$ cat src/hdl/u2l_pkg.sv
package u2l_pkg;

   localparam logic [1:0] MODE_LATIN1 = 2'd0;
   localparam logic [1:0] MODE_ASCII  = 2'd1;

   localparam logic [7:0] QMARK       = 8'h3F;
   localparam logic [7:0] LEAD4_MIN   = 8'hF0;
   localparam logic [7:0] LEAD3_MIN   = 8'hE0;
   localparam logic [7:0] LEAD2_MIN   = 8'hC0;

   localparam int unsigned CODE_WIDTH = 21;

   typedef struct packed {
      logic [7:0] in_byte;
      logic       end_of_text;
   } item_type;

   typedef struct packed {
      logic       valid;
      logic [7:0] out_char;
      logic       out_last;
   } result_type;

endpackage

$ cat src/hdl/u2l_stream_if.sv
interface u2l_req_if;
   logic       valid;
   logic       ready;
   logic [7:0] in_byte;
   logic       end_of_text;

   modport source (output valid, output in_byte, output end_of_text, input ready);
   modport sink (input valid, input in_byte, input end_of_text, output ready);
endinterface

interface u2l_rsp_if;
   logic       valid;
   logic       ready;
   logic [7:0] out_char;
   logic       out_last;

   modport source (output valid, output out_char, output out_last, input ready);
   modport sink (input valid, input out_char, input out_last, output ready);
endinterface

$ cat src/hdl/u2l_in_stage.sv
module u2l_in_stage (
   input  logic              clock,
   input  logic              reset,
   u2l_req_if.sink           req_if,
   input  logic              advance,
   output logic              item_valid,
   output u2l_pkg::item_type item
);
   import u2l_pkg::*;

   logic     valid_ff;
   logic     valid_in;
   item_type item_ff;
   logic     accept;

   assign req_if.ready = !valid_ff || advance;
   assign accept       = req_if.valid && req_if.ready;

   always_comb begin
      valid_in = valid_ff;
      if (accept) begin
         valid_in = 1'b1;
      end else if (advance) begin
         valid_in = 1'b0;
      end
   end

   always_ff @(posedge clock) begin
      if (reset) begin
         valid_ff <= 1'b0;
      end else begin
         valid_ff <= valid_in;
      end
   end

   always_ff @(posedge clock) begin
      if (accept) begin
         item_ff.in_byte     <= req_if.in_byte;
         item_ff.end_of_text <= req_if.end_of_text;
      end
   end

   assign item_valid = valid_ff;
   assign item       = item_ff;

endmodule

$ cat src/hdl/u2l_decode.sv
module u2l_decode (
   input  logic                clock,
   input  logic                reset,
   input  logic                csr_write_enable,
   input  logic [1:0]          csr_write_data,
   input  logic                step,
   input  u2l_pkg::item_type   item,
   output u2l_pkg::result_type result
);
   import u2l_pkg::*;

   logic [1:0]            mode_ff;
   logic [1:0]            pending_ff;
   logic [1:0]            pending_in;
   logic [CODE_WIDTH-1:0] accum_ff;
   logic [CODE_WIDTH-1:0] accum_in;
   logic [CODE_WIDTH-1:0] shifted;
   logic [7:0]            b;

   function automatic logic [7:0] limit_char(input logic [1:0] mode,
                                             input logic [CODE_WIDTH-1:0] cp);
      logic over;
      if (mode == MODE_ASCII) begin
         over = |cp[CODE_WIDTH-1:7];
      end else begin
         over = |cp[CODE_WIDTH-1:8];
      end
      return over ? QMARK : cp[7:0];
   endfunction

   assign b       = item.in_byte;
   assign shifted = {accum_ff[CODE_WIDTH-7:0], b[5:0]};

   always_comb begin
      pending_in      = pending_ff;
      accum_in        = accum_ff;
      result.valid    = 1'b0;
      result.out_char = QMARK;
      result.out_last = item.end_of_text;
      if (step) begin
         if (mode_ff[1]) begin
            pending_in      = 2'd0;
            accum_in        = '0;
            result.valid    = 1'b1;
            result.out_char = b;
         end else if (pending_ff == 2'd0) begin
            if (b >= LEAD4_MIN) begin
               accum_in   = {{(CODE_WIDTH-3){1'b0}}, b[2:0]};
               pending_in = 2'd3;
            end else if (b >= LEAD3_MIN) begin
               accum_in   = {{(CODE_WIDTH-4){1'b0}}, b[3:0]};
               pending_in = 2'd2;
            end else if (b >= LEAD2_MIN) begin
               accum_in   = {{(CODE_WIDTH-5){1'b0}}, b[4:0]};
               pending_in = 2'd1;
            end else begin
               result.valid    = 1'b1;
               result.out_char = limit_char(mode_ff, {{(CODE_WIDTH-8){1'b0}}, b});
            end
            if (b >= LEAD2_MIN && item.end_of_text) begin
               pending_in   = 2'd0;
               accum_in     = '0;
               result.valid = 1'b1;
            end
         end else begin
            accum_in   = shifted;
            pending_in = pending_ff - 2'd1;
            if (pending_ff == 2'd1) begin
               accum_in        = '0;
               result.valid    = 1'b1;
               result.out_char = limit_char(mode_ff, shifted);
            end else if (item.end_of_text) begin
               pending_in   = 2'd0;
               accum_in     = '0;
               result.valid = 1'b1;
            end
         end
      end
   end

   always_ff @(posedge clock) begin
      if (reset) begin
         mode_ff    <= MODE_LATIN1;
         pending_ff <= 2'd0;
         accum_ff   <= '0;
      end else begin
         if (csr_write_enable) begin
            mode_ff <= csr_write_data;
         end
         pending_ff <= pending_in;
         accum_ff   <= accum_in;
      end
   end

   // No partly assembled code point is held while no sequence is open.
   assert property (@(posedge clock) disable iff (reset)
      pending_ff == 2'd0 |-> accum_ff == '0)
      else $error("code point held with no sequence open");

   assert property (@(posedge clock) disable iff (reset)
      step && mode_ff[1] |=> pending_ff == 2'd0)
      else $error("sequence left open after a pass-through byte");

   assert property (@(posedge clock) disable iff (reset)
      step && item.end_of_text |-> result.valid && result.out_last)
      else $error("last byte of the text produced no final character");

   assert property (@(posedge clock) disable iff (reset)
      step && mode_ff[1] |-> result.out_char == item.in_byte)
      else $error("pass-through byte altered");

endmodule

$ cat src/hdl/u2l_out_stage.sv
module u2l_out_stage (
   input  logic                clock,
   input  logic                reset,
   input  u2l_pkg::result_type result,
   output logic                free,
   u2l_rsp_if.source           rsp_if
);
   import u2l_pkg::*;

   logic       valid_ff;
   logic       valid_in;
   logic [7:0] char_ff;
   logic       last_ff;

   assign free = !valid_ff || rsp_if.ready;

   always_comb begin
      valid_in = valid_ff;
      if (result.valid && free) begin
         valid_in = 1'b1;
      end else if (rsp_if.ready) begin
         valid_in = 1'b0;
      end
   end

   always_ff @(posedge clock) begin
      if (reset) begin
         valid_ff <= 1'b0;
      end else begin
         valid_ff <= valid_in;
      end
   end

   always_ff @(posedge clock) begin
      if (result.valid && free) begin
         char_ff <= result.out_char;
         last_ff <= result.out_last;
      end
   end

   assign rsp_if.valid    = valid_ff;
   assign rsp_if.out_char = char_ff;
   assign rsp_if.out_last = last_ff;

endmodule

$ cat src/hdl/utf8_to_latin1_decoder_top.sv
// Channel   Ports                               Direction
// req       req_if (valid, ready, payload)      in: in_byte, end_of_text
// rsp       rsp_if (valid, ready, payload)      out: out_char, out_last
// csr       csr_write_enable, csr_write_data    in: decode_mode
//
// One byte is taken per cycle unless rsp stalls; characters leave the result register.
// The rate is set by the single decode step between the input and result registers.
// Reset clears both valid flags, the open sequence and the mode (Latin-1).
// While rsp is stalled the result register holds, and req stays ready until the
// input register is also full.
module utf8_to_latin1_decoder_top (
   input  logic       clock,
   input  logic       reset,
   u2l_req_if.sink    req_if,
   u2l_rsp_if.source  rsp_if,
   input  logic       csr_write_enable,
   input  logic [1:0] csr_write_data
);
   import u2l_pkg::*;

   logic       item_valid;
   item_type   item;
   result_type result;
   logic       free;
   logic       advance;

   assign advance = item_valid && free;

   u2l_in_stage u_in_stage (
      .clock      (clock),
      .reset      (reset),
      .req_if     (req_if),
      .advance    (advance),
      .item_valid (item_valid),
      .item       (item)
   );

   u2l_decode u_decode (
      .clock            (clock),
      .reset            (reset),
      .csr_write_enable (csr_write_enable),
      .csr_write_data   (csr_write_data),
      .step             (advance),
      .item             (item),
      .result           (result)
   );

   u2l_out_stage u_out_stage (
      .clock  (clock),
      .reset  (reset),
      .result (result),
      .free   (free),
      .rsp_if (rsp_if)
   );

endmodule
$ cat src/flat_wrapper.sv
// flat-port wrapper written by rule: the top's interface ports become plain ports
module utf8_to_latin1_decoder_top_flat import u2l_pkg::*;
  (clock, reset, csr_write_enable, csr_write_data, req_if_valid, req_if_in_byte, req_if_end_of_text, req_if_ready, rsp_if_valid, rsp_if_out_char, rsp_if_out_last, rsp_if_ready);
  u2l_req_if req_if_i ();
  u2l_rsp_if rsp_if_i ();
  input  logic clock;
  input  logic reset;
  input  logic csr_write_enable;
  input  logic [1:0] csr_write_data;
  input wire logic [$bits(req_if_i.valid)-1:0] req_if_valid;
  input wire logic [$bits(req_if_i.in_byte)-1:0] req_if_in_byte;
  input wire logic [$bits(req_if_i.end_of_text)-1:0] req_if_end_of_text;
  output wire logic [$bits(req_if_i.ready)-1:0] req_if_ready;
  output wire logic [$bits(rsp_if_i.valid)-1:0] rsp_if_valid;
  output wire logic [$bits(rsp_if_i.out_char)-1:0] rsp_if_out_char;
  output wire logic [$bits(rsp_if_i.out_last)-1:0] rsp_if_out_last;
  input wire logic [$bits(rsp_if_i.ready)-1:0] rsp_if_ready;
  assign req_if_i.valid = req_if_valid;
  assign req_if_i.in_byte = req_if_in_byte;
  assign req_if_i.end_of_text = req_if_end_of_text;
  assign req_if_ready = req_if_i.ready;
  assign rsp_if_valid = rsp_if_i.valid;
  assign rsp_if_out_char = rsp_if_i.out_char;
  assign rsp_if_out_last = rsp_if_i.out_last;
  assign rsp_if_i.ready = rsp_if_ready;
  utf8_to_latin1_decoder_top u_core (.clock(clock), .reset(reset), .req_if(req_if_i), .rsp_if(rsp_if_i), .csr_write_enable(csr_write_enable), .csr_write_data(csr_write_data));
endmodule
$ cat config.mk
export PLATFORM = sky130hd
export DESIGN_NAME = utf8_to_latin1_decoder_top_flat
export DESIGN_NICKNAME = d
export VERILOG_FILES = /design/src/hdl/u2l_pkg.sv /design/src/hdl/u2l_stream_if.sv /design/src/hdl/u2l_in_stage.sv /design/src/hdl/u2l_decode.sv /design/src/hdl/u2l_out_stage.sv /design/src/hdl/utf8_to_latin1_decoder_top.sv /design/src/flat_wrapper.sv
export SDC_FILE = /design/constraint.sdc
export NUM_CORES = 1
export LEC_CHECK = 0
export BUFFER_PORTS_ARGS = -buffer_cell sky130_fd_sc_hd__clkbuf_2
export CORE_ASPECT_RATIO = 0.6
export CORE_MARGIN = 10
export CORE_UTILIZATION = 59
export DETAILED_ROUTE_END_ITERATION = 12
export PLACE_DENSITY = 0.83
export SYNTH_ARGS = -nofsm -noshare
export SYNTH_HDL_FRONTEND = slang
export SYNTH_SLANG_ARGS = --single-unit
$ cat constraint.sdc
create_clock -name clock -period 6.6 [get_ports clock]
set_clock_uncertainty 0.2 [all_clocks]
set_input_delay 0.33 -clock clock [delete_from_list [all_inputs] [get_ports clock]]
set_output_delay 0.33 -clock clock [all_outputs]
set_load 0.03 [all_outputs]
==> insert_results.sql <==
INSERT INTO impl_metrics (metric_group, metric, value, unit) VALUES
('outcome', 'status', 'completed', ''),
('power_and_ir_drop', 'p_sw', '0.1099', 'mW'),
('cts', 'clock_tree_from_tritoncts', 'done', ''),
('yosys', 'yosysMostFrequentCell', 'dfxtp_1', ''),
('routing', 'drt-wirelength-per-cell', '16.14', 'µm'),
('yosys', 'synth_top_area_cell', 'edfxtp_1', ''),
('cts', 'post-cts-setup-buffer-count', '0', ''),
('worst_setup_path', 'worst_r2r_dst', 'u_core.u_out_stage.rsp_if.out_char[0]$_SDFFCE_PN1P_', ''),
('worst_setup_path', 'timing.critical_path.slowest_stage_cell', 'a21oi_1', ''),
('yosys', 'yosysTopAreaCellShare', '32.73', '%'),
('yosys', 'synth_cells', '155', ''),
('cells_and_area', 'num-fill-cells', '189', ''),
('cells_and_area', 'sequential_cell_area', '960.9', 'µm²'),
('timing', 'grt_setup_unrepaired', 'no', ''),
('power_and_ir_drop', 'share_seq_of_total_power', '57.3', '%'),
('cells_and_area', 'multi_input_gate_area_in_the_final_layout', '618.1', 'µm²'),
('hold_path', 'timing.hold.worst.start', 'req_if_in_byte[7]', ''),
('cts', 'clock_latency', '280', 'ps'),
('routing', 'detail_route.wirelength.met1', '1.601', 'mm'),
('floorplanning', 'placeable_core_area', '2592', 'µm²'),
('yosys', 'synth.ff_latch_count', '39', ''),
('cells_and_area', 'final_nets', '200', ''),
('timing', 'slew_violations', '0', ''),
('placement', 'place_area', '1785', 'µm²'),
('power_and_ir_drop', 'power_leakage', '0.6864', 'nW'),
('timing', 'period_minus_slack', '2487', 'ps'),
('floorplanning', 'floorplan.die.width', '88.31', 'µm'),
('worst_setup_path', 'cp_data_required_time', '6310', 'ps'),
('timing', 'fin_crit_sh', '37.68', '%'),
('routing', 'detail_route.iter0.violations', '293', ''),
('global_routing', 'via_count_of_the_first_global_routing_pass', '1165', ''),
('routing', 'finalWirelength', '3.471', 'mm'),
('floorplanning', 'die_h', '60.98', 'µm'),
('worst_setup_path', 'cp_slowest_stage_delay', '660', 'ps'),
('cts', 'clockRootBuffer', 'clkbuf_8', ''),
('timing', 'finalHoldViolCount', '0', ''),
('yosys', 'netlist_top_cells_area', 'edfxtp_1 33%, dfxtp_1 25%, a21oi_1 4.5%, nand3_1 3.6%, nand2_1 3.6%', ''),
('cts', 'worst_setup_hold_path_clk_slew', '70', 'ps'),
('routing', 'detailed_route_via_count', '1255', ''),
('cts', 'numCtsBuffers', '5', ''),
('placement', 'place_inst', '207', ''),
('timing', 'worst_hold_slack', '19.82', 'ps'),
('global_routing', 'grt_antenna_before_repair', '0', ''),
('global_routing', 'grt_use_total', '13.92', '%'),
('floorplanning', 'initial_core_util', '63.71', '%'),
('cts', 'cts.sink_count', '39', ''),
('timing', 'fin_ws', '4113', 'ps'),
('routing', 'top_metal_used', 'met4', ''),
('hold_path', 'worst_hold_path_type', 'primary input to register', ''),
('yosys', 'syn_area', '1652', 'µm²'),
('placement', 'count_of_buffers_inserted_at_the_top_level_ports', '26', ''),
('worst_setup_path', 'worst_setup_path_start_kind', 'register', ''),
('routing', 'drc', '0', ''),
('routing', 'via_per_inst', '5.837', ''),
('yosys', 'synth_commonest_cells', '21 x dfxtp_1, 18 x edfxtp_1, 16 x nand2_1', ''),
('worst_setup_path', 'crit_start', 'u_core.u_decode.pending_ff[0]$_SDFFE_PP0P_', ''),
('power_and_ir_drop', 'cellPowerDensity', '250.3', 'nW/µm²'),
('power_and_ir_drop', 'vdd_drop_max', '0.1638', 'mV'),
('floorplanning', 'ios', '27', ''),
('yosys', 'synth_sequential_area_ratio', '58.18', '%'),
('worst_setup_path', 'worst-r2r-cell-count', '5', ''),
('power_and_ir_drop', 'clock_power_share', '33.8', '%'),
('cts', 'cts-resized-gates', '0', ''),
('yosys', 'synth-warning-count', '0', ''),
('worst_setup_path', 'critical_path.max_fanout', '10', ''),
('power_and_ir_drop', 'cell_internal_pwr', '0.3596', 'mW'),
('timing', 'max-slew-margin-rel', '43.32', '%'),
('power_and_ir_drop', 'power_frac_comb', '8.9', '%'),
('yosys', 'post_synth.cell_area_avg', '10.66', 'µm²'),
('cts', 'clock_tree.htree_level_count', '2', ''),
('run', 'timing.max_cap.violations', '0', '');
-- sequential cells by signal (all words and copies together) (netlist names) --
| name | flops |
|---|---|
| u_core.u_out_stage.rsp_if.valid | 1 |
| u_core.u_decode.accum_ff | 15 |
| u_core.u_decode.pending_ff | 2 |
| u_core.u_in_stage.item | 9 |
| u_core.u_in_stage.item_valid | 1 |
| u_core.u_out_stage.rsp_if.out_char | 8 |
| u_core.u_out_stage.rsp_if.out_last | 1 |
| u_core.u_decode.mode_ff | 2 |
-- cell families after synthesis --
kind of cell	synth area share, %
AND/OR/NAND/NOR	17.58
flip-flops	58.18
AO/OA/AOI/OAI	17.12
buffers and inverters	4.395
multiplexers	1.212
adder cells (fa/ha/maj)	1.515
-- layout make-up --
cell class | instances | share of cell area, %
Sequential cell | 39 | 51.23
Multi-Input combinational cell | 101 | 32.96
Timing Repair Buffer | 26 | 6.938
Clock buffer | 7 | 4.603
Tap cell | 32 | 2.135
Inverter | 9 | 1.935
Clock inverter | 1 | 0.2001
-- routing by layer --
layer,global-route usage (%),vias to the layer above
li1,-,617
met1,19.45,574
met2,19.85,62
met3,5.080,2
met4,3.432,0
met5,0,-
-- power groups by stage --
stage	Clock, mW	Sequential [mW]	Combinational, mW
floorplan	0	0.274	0.0278
global placement	0	0.274	0.0399
detailed placement	0	0.274	0.0412
CTS	0.162	0.269	0.0414
global route	0.171	0.270	0.0459
finish	0.159	0.269	0.0416
-- how the worst min path moves through the flow --
stage	depth (start not counted)	slack, ps	end
5_1_grt	1	6	u_core.u_in_stage.item[8]$_DFFE_PP_
3_5_place_dp	2	240	u_core.u_decode.accum_ff[11]$_SDFFE_PP0P_
6_report	1	20	u_core.u_in_stage.item[8]$_DFFE_PP_
3_3_place_gp	2	240	u_core.u_decode.accum_ff[11]$_SDFFE_PP0P_
4_1_cts	1	10	u_core.u_in_stage.item[7]$_DFFE_PP_
2_1_floorplan	2	230	u_core.u_decode.accum_ff[11]$_SDFFE_PP0P_
-- placed cells by master (no fill, tap or decap), drive strengths merged, types with 2 or more instances in the layout --
master / count
a21oi: 15
a22oi: 3
a32oi: 2
clkbuf: 33
dfxtp: 21
edfxtp: 18
ha: 2
inv: 9
mux2i: 2
nand2: 16
nand2b: 6
nand3: 12
nor2: 13
nor2b: 2
nor4: 4
o211ai: 2
o21ai: 4
o32ai: 2
o41ai: 2
or2: 2
-- metrics by stage --
step / util, % / power [mW]
final: 72.35 / 0.4695
after global routing: 72.35 / 0.4867
after CTS: 72.35 / 0.4722
after detailed placement: 68.87 / 0.3154
after global placement: 68.87 / 0.3137
after floorplan: - / 0.3022
-- worst max-delay path: cells and delay by family, from the launching register on --
family | cells | cell delay (ps)
AOI/OAI and AO/OA | 1 | 660
and+or+nand+nor | 2 | 530
DFF | 1 | 370
adders and majority gates | 1 | 310
buffers and inverters | 1 | 60
No activity file was read; power rests on OpenSTA's default activity.
